<file path="config.mk">
export PLATFORM = sky130hd
export DESIGN_NAME = dtps_ram
export DESIGN_NICKNAME = d
export VERILOG_FILES = /design/src/sv/dtps_ram.sv
export SDC_FILE = /design/constraint.sdc
export NUM_CORES = 1
export LEC_CHECK = 0
export CAP_MARGIN = 10
export CORE_AREA = 2 2 85 120
export DETAILED_ROUTE_END_ITERATION = 12
export DIE_AREA = 0 0 87 122
export DONT_BUFFER_PORTS = 1
export HOLD_SLACK_MARGIN = 0.1
export PLACE_DENSITY = 0.81
export SYNTH_ARGS = -nofsm -noshare
export SYNTH_HDL_FRONTEND = slang
export SYNTH_SLANG_ARGS = --single-unit
</file>
<file path="constraint.sdc">
create_clock -name clock -period 2.3 [get_ports clock]
set_input_delay 0.46 -clock clock [delete_from_list [all_inputs] [get_ports clock]]
set_output_delay 0.46 -clock clock [all_outputs]
set_load 0.01 [all_outputs]
</file>
<file path="src/sv/dtps_ram.sv">
// Generic single-port synchronous RAM with a registered read.
// No dependencies; used for the pixel store.
module dtps_ram #(
   parameter int WIDTH = 8,
   parameter int DEPTH = 16,
   localparam int AW   = (DEPTH > 1) ? $clog2(DEPTH) : 1
) (
   input  logic             clock,
   input  logic             en,
   input  logic             we,
   input  logic [AW-1:0]    addr,
   input  logic [WIDTH-1:0] wdata,
   output logic [WIDTH-1:0] rdata
);

   logic [WIDTH-1:0] mem [DEPTH];
   logic [WIDTH-1:0] rdata_ff;

   always_ff @(posedge clock) begin
      if (en) begin
         if (we) begin
            mem[addr] <= wdata;
         end else begin
            rdata_ff <= mem[addr];
         end
      end
   end

   assign rdata = rdata_ff;

endmodule

</file>
* Word level (Yosys, flattened, before mapping)
Memories as Yosys holds them, arrays and structs flattened. A register that Yosys moved wholly into a read port is not among the register bits.
Cells that the tools add are included.
** Cells by class
- Multiplexer cells :: 3
- Bitwise logic cells :: 1
- Reduce and logical (&&, ||, !) cells :: 1
** Operators by type and width (number)
- $mux 1 :: 3
- $reduce_and 2->1 :: 1
- $not 1->1 :: 1
** Storage, ports and cells
- Register bits after elaboration :: 0
- Memory bits (writable) :: 128
- Input bits :: 15
- Output and inout bits :: 8
- Logic and storage cells :: 6
- Memories :: 1
** Memories
- mem :: depth 16, width 8, rd ports 1, clocked after Yosys merged registers in 1, write ports 1, RTL line 16 : logic [WIDTH-1:0] mem [DEPTH];

* Logic depth before layout (Yosys ltp)
Gate-level depths: netlist (run 1).
- Word-level depth :: 3
- Gate-level depth with buffers :: 5
- Gate-level depth less buffers :: 3

* Least setup slack after synthesis (run 1)
No wires, ideal clock.
- Kind :: input port to flip-flop
- Start point :: in addr[0]
- End point :: mem mem[0][0], enable pin
- Library setup time :: 383 ps
- Arrival time :: 1799 ps
- Required time :: 1917 ps
- Slack :: 118 ps
- Cell stages on the path :: 4
- Path buffers :: 2
- Path through :: buf_6 buf_2 or3_1 nor3_1
** RTL lines
- from (decl) :: RTL line 11 : input logic [AW-1:0] addr,
- to (decl) :: RTL line 16
No word-level cell before the write port.

==> impl_results.md, run 1 <==
- Hold WC Path Type: input pin to register
- Synthesized area per cell: ~22 um2
- Synth Instances: ~230
- Relative slew slack: 0.397
- Mapped Nets: between 200 and 250
- WL per Instance: ~25 um
- Routed Antenna Nets: 0
- Antenna cells: 0
- Total Power: around 5.2 mW
- H-tree lvl count: 4
- Fin. Hold Viols: 0
- Crit-path max cell delay: roughly 540 ps
- First-pass GRT wire length: 14.2 mm
- Crit-path slowest cell: mux4_1
- Post_cts resized: 0
- CP required: roughly 2500 ps
- Setup TNS: 0 ps
- Max-Cap Viols: 0
- Crit Path Max Fanout: 1
- Via count: between 2000 and 2500
- CP arrival: 1710 ps
- Initial antenna violation count: 0
- Fillers: around 640
- Worst Clk Skew: approximately 3 ps
- Area taken by multi-input logic gates: 1070 um2
- Fin cells: 379
- Die ar.: between 10000 and 15000 um2
- Pleak: about 1.9 nW
- CP cell instances: mux4_1, a22oi_1, nand2_1
- FMAX: roughly 640 MHz
- Vias/cell: roughly 6.3
- Sequential fraction of the synthesis area: 0.780
- Clk_lat worst skew: around 400 ps
- Worst hold margin: ~150 ps
- Die Ht: roughly 120 um
- Fin. max-slew vios: 0
- Period utilization: 0.682
- Clk root buf: clkbuf_16
- Clock transition at the registers of the reported paths: around 50 ps
- Area delta synth->final: 12.8%
- Row count: 43
- CTS sink count: 136
- Distinct cells, synth: 18
- Synth Warn #: 0
- Die W: a little under 90 um
- Io pins: 23
- Vias in the first global route: approximately 2500
- Fin crit period: 1570 ps
- Run status: complete, no violations
- Total GRT Usage: 0.196
- RSZ-0062 raised after global routing: false
- DRT Wirelength: between 9 and 10 mm
- PnR worst setup slack: about 730 ps
- Synthesized flop and latch total: between 100 and 150
- Largest net degree at the start of global routing: 37
- Fraction of layout cells with a size suffix above 1: 0.213
- First-pass DRT Iterations: 4
- Worst-Margin Slew: between 900 and 1000 ps
- Max VDD drop: 0.000580 V
- Initial Utilization: 0.544
- DRC Markers: 0
- CTS Buffer Depth: 2
- Core ar.: approximately 9600 um2
- RD Place Congestion: 0.876
- Pre-CTS WS: ~470 ps
- Setup violations, final: 0
- CTS Hold Bufs: 0
- Post-CTS setup buffers: 0
- Nets@finish: 270
- Post-Place Cells: 348
- Iteration-0 DRC Markers: 150
- Worst Setup Start Kind: register
- Pwr dens: between 800 and 900 nW/um2
- Reg area: about 4100 um2
- Crit path capture type: register
- GRT Residual Overflow: 0
- Hpwl dp: slightly above 6 mm
- CTS tree: yes
- Mapped cell area: roughly 5200 um2
- Crit Path Category: register to register
- IO Port Bufs: 0
- Total CTS buffers: 17
[logic make-up after synthesis]
group	share of synthesized area
buf+inv	0.0150
mux	0.149
simple gates	0.0332
compound gates	0.0229
flops	0.780
[synthesized netlist by cell type]
master,n,share of area
nor2_1,13,0.0093
nand4_1,1,0.0012
a22oi_1,16,0.023
and2_1,1,0.0012
nand2_1,10,0.0072
mux4_1,16,0.080
edfxtp_1,136,0.78
or3_1,1,0.0012
nor2b_1,3,0.0036
nand2b_1,2,0.0024
buf_1,2,0.0014
clkbuf_1,5,0.0036
buf_6,2,0.0043
buf_8,1,0.0029
nor3_1,4,0.0038
mux4_2,16,0.069
buf_2,3,0.0029
nand4b_1,2,0.0033
[metal layers]
metal / vias to the layer above / track usage / wire (um) / part of all wire
li1: 1037 / - / - / -
met1: 1256 / 0.227 / 3640 / 0.38
met2: 78 / 0.329 / 5310 / 0.55
met3: 18 / 0.0596 / 461 / 0.048
met4: 0 / 0.0996 / 248 / 0.026
met5: - / 0 / 0 / 0
[metrics by stage]
stage	cell area, um2	utilization
2_1_floorplan	5240	-
3_3_place_gp	5410	0.562
3_5_place_dp	5410	0.562
4_1_cts	5910	0.613
5_1_grt	5910	0.613
6_report	5910	0.613
[power breakdown]
part / switching, mW / internal [mW] / total (mW)
Sequential: 0.0116 / 2.77 / 2.78
Combinational: 0.0600 / 0.0739 / 0.134
Clock: 0.907 / 1.35 / 2.25
[final timing paths]
path              start   endpoint  slack, ps  cells past startpoint
max           mem[1][4]   rdata[4]        730                      3
min            wdata[2]  mem[5][2]        150                      0
max reg2reg   mem[1][4]   rdata[4]        730                      3
min reg2reg  mem[15][2]   rdata[2]        770                      3
[layout make-up]
cell class	instances	share of cell area
Sequential cell	136	0.691
Multi-Input combinational cell	85	0.182
Clock buffer	20	0.0739
Tap cell	112	0.0237
Timing Repair Buffer	15	0.0191
Clock inverter	11	0.0102
[placed cells by master (no fill, tap or decap)]
| master | synthesis | routed |
|---|---|---|
| mux4_2 | 16 | 16 |
| nor2_1 | 13 | 13 |
| or3_1 | 1 | 1 |
| nand2b_1 | 2 | 2 |
| nand4_1 | 1 | 1 |
| mux4_1 | 16 | 16 |
| a22oi_1 | 16 | 16 |
| nor3_1 | 4 | 4 |
| edfxtp_1 | 136 | 136 |
| nand4b_1 | 2 | 2 |
| clkinvlp_4 | 0 | 3 |
| clkbuf_16 | 0 | 17 |
| nor2b_1 | 3 | 3 |
| clkinv_2 | 0 | 6 |
| nand2_1 | 10 | 10 |
| and2_1 | 1 | 1 |
| clkinv_1 | 0 | 2 |
| clkbuf_1 | 5 | 3 |
| buf_4 | 0 | 15 |
[worst max-delay path, delay by kind of cell (launching register included)]
kind,cells,cell delay [ps]
and+or+nand+nor,1,100
AOI/OAI and AO/OA,1,310
DFF,1,350
muxes,1,540
[registers in the layout, indices dropped and copies added (netlist names)]
name   count
mem      128
rdata      8
Power figures use the tool's default switching activity.
==> run 2: changes to the inputs <==
Clock period 2.3 ns to 1.35 ns, I/O delays scaled along.
==> impl_results.md, run 2 (synthesis gave the netlist of run 1 again) <==
- Run status: finished, violations left
- Failing checks: setup timing
- Reg power frac: 0.494
- Pwr dens: ~1500 nW/um2
- P_sw: 1.82 mW
- CP Depth: 3
- R2r startpoint: mem[2][6]
- Fin crit period: approximately 1400 ps
- Worst Setup Start Kind: register
- Via count: 2412
- Crit Path Category: register to register
- Total GRT Usage: 0.204
- Switching share of total power: 0.190
- CTS sink count: 136
- Internal power: a little under 8 mW
- Core ar.: ~9600 um2
- Max FFs per register: ~130
- GRT Residual Overflow: 0
- Fin. max-slew vios: 0
- Most frequent cells in the layout: edfxtp_1, mux4_2, clkbuf_16
- Commonest non-fill, non-tap cell in the layout: edfxtp_1
- Hpwl dp: 6.03 mm
- WP buf/inv: 0
- Period utilization: 1.04
- Antenna cells: 0
- First-pass GRT wire length: 14.9 mm
- DRT Wirelength: 9.60 mm
- Fin cells: 395
- First-pass DRT Iterations: 4
- Initial Utilization: 0.544
- Worst-Margin Slew: between 900 and 1000 ps
- Initial antenna violation count: 0
- Die Ht: between 100 and 150 um
- CP required: about 1500 ps
- RSZ-0062 raised after global routing: true
- Reg with most FFs: mem
- Max-Cap Viols: 0
- WL per Instance: 24.3 um
- Area delta synth->final: 20.0%
- Die ar.: 10600 um2
- CTS Buffer Depth: 2
- Worst R2R Path Depth: 3
- PnR worst setup slack: -54.0 ps
- Relative slew slack: 0.388
- Clk_lat worst skew: around 410 ps
- Fraction of layout cells with a size suffix above 1: 0.378
- Max VDD drop: 0.000925 V
- Family with the most delay on the worst path: multiplexers
- IO Port Bufs: 0
- Pleak: slightly above 2 nW
- Clock transition at the registers of the reported paths: 50 ps
- Worst Clk Skew: roughly 6.9 ps
- Fin. Hold Viols: 0
- Iteration-0 DRC Markers: ~260
- H-tree lvl count: 4
- Setup violations, final: 8
- Critical Path End: rdata[6]
- Nets@finish: about 290
- Die W: between 80 and 90 um
- Worst hold margin: 187 ps
- R2R Path End: rdata[6]
- Hold WC Path Type: input pin to register
- Logic pwr share: 0.035
- CP cell instances: mux4_2, a22oi_2, nand2_1
- CTS tree: yes
- Clock Power Share: 0.471
- Fillers: 606
- Row count: between 40 and 50
- Crit Path Max Fanout: 1
- RD Place Congestion: approximately 0.76
- Io pins: 23
- Total CTS buffers: 17
- DRC Markers: 0
- Largest net degree at the start of global routing: 37
- Post-CTS setup buffers: 0
- Vias in the first global route: 2500
- Vias/cell: just over 6
- CP arrival: ~1600 ps
- Routed Antenna Nets: 0
- FMAX: around 710 MHz
- Clk root buf: clkbuf_16
- Crit path capture type: register
- Crit-path slowest cell: mux4_2
- Worst setup path startpoint: mem[2][6]
- Setup slack, reg-to-reg: -50 ps
- Setup TNS: -266 ps
- Crit-path max cell delay: roughly 480 ps
- Post-Place Cells: between 300 and 400
-- run 2: layout make-up --
class / instances / area (um2) / area share
sequential: 136 / 4080 / 0.650
multi-input combinational: 85 / 1140 / 0.182
clock buffer: 19 / 433 / 0.0689
timing repair buffer: 30 / 333 / 0.0529
clock inverter: 13 / 154 / 0.0245
tap: 112 / 140 / 0.0223
-- run 2: power groups by stage --
stage                     registers (mW)  logic (mW)  clock network [mW]
after floorplan                     4.82       0.260                   0
after global placement              4.82       0.244                   0
after detailed placement            4.82       0.248                   0
after CTS                           4.74       0.339                4.58
after global routing                4.74       0.362                4.77
final                               4.74       0.336                4.52
-- run 2: per-stage QoR --
stage | power, mW | utilization | setup WS [ps] | instance area (um2)
final | 9.59 | 0.653 | -54.0 | 6290
after global routing | 9.87 | 0.653 | -110 | 6290
after CTS | 9.66 | 0.652 | -68.4 | 6280
after detailed placement | 5.07 | 0.583 | -131 | 5610
after global placement | 5.06 | 0.583 | -115 | 5610
after floorplan | 5.08 | - | -206 | 5340
-- run 2: routing by layer --
layer  track usage  up-vias  part of all wire
li1              -     1055                 -
met1         0.238     1261              0.37
met2         0.347       88              0.57
met3        0.0732        8             0.058
met4        0.0703        0            0.0084
met5             0        -                 0
-- run 2: repair_timing --
item,4_1_cts,5_1_grt
resized for setup,16,1
endpoints found under the setup margin,8,8
hold buffers,8,0
hold endpoints to repair,128,0
pin swaps,10,0
-- run 2: worst min path at each step --
stage | startpoint | end | slack, ps | cells after the start
final | addr[3] | mem[3][7] | 190 | 2
after global placement | wdata[5] | mem[15][5] | 370 | 0
after global routing | addr[3] | mem[3][7] | 170 | 2
after floorplan | wdata[0] | mem[0][0] | 370 | 0
after CTS | addr[3] | mem[3][7] | 170 | 2
after detailed placement | wdata[2] | mem[14][2] | 370 | 0
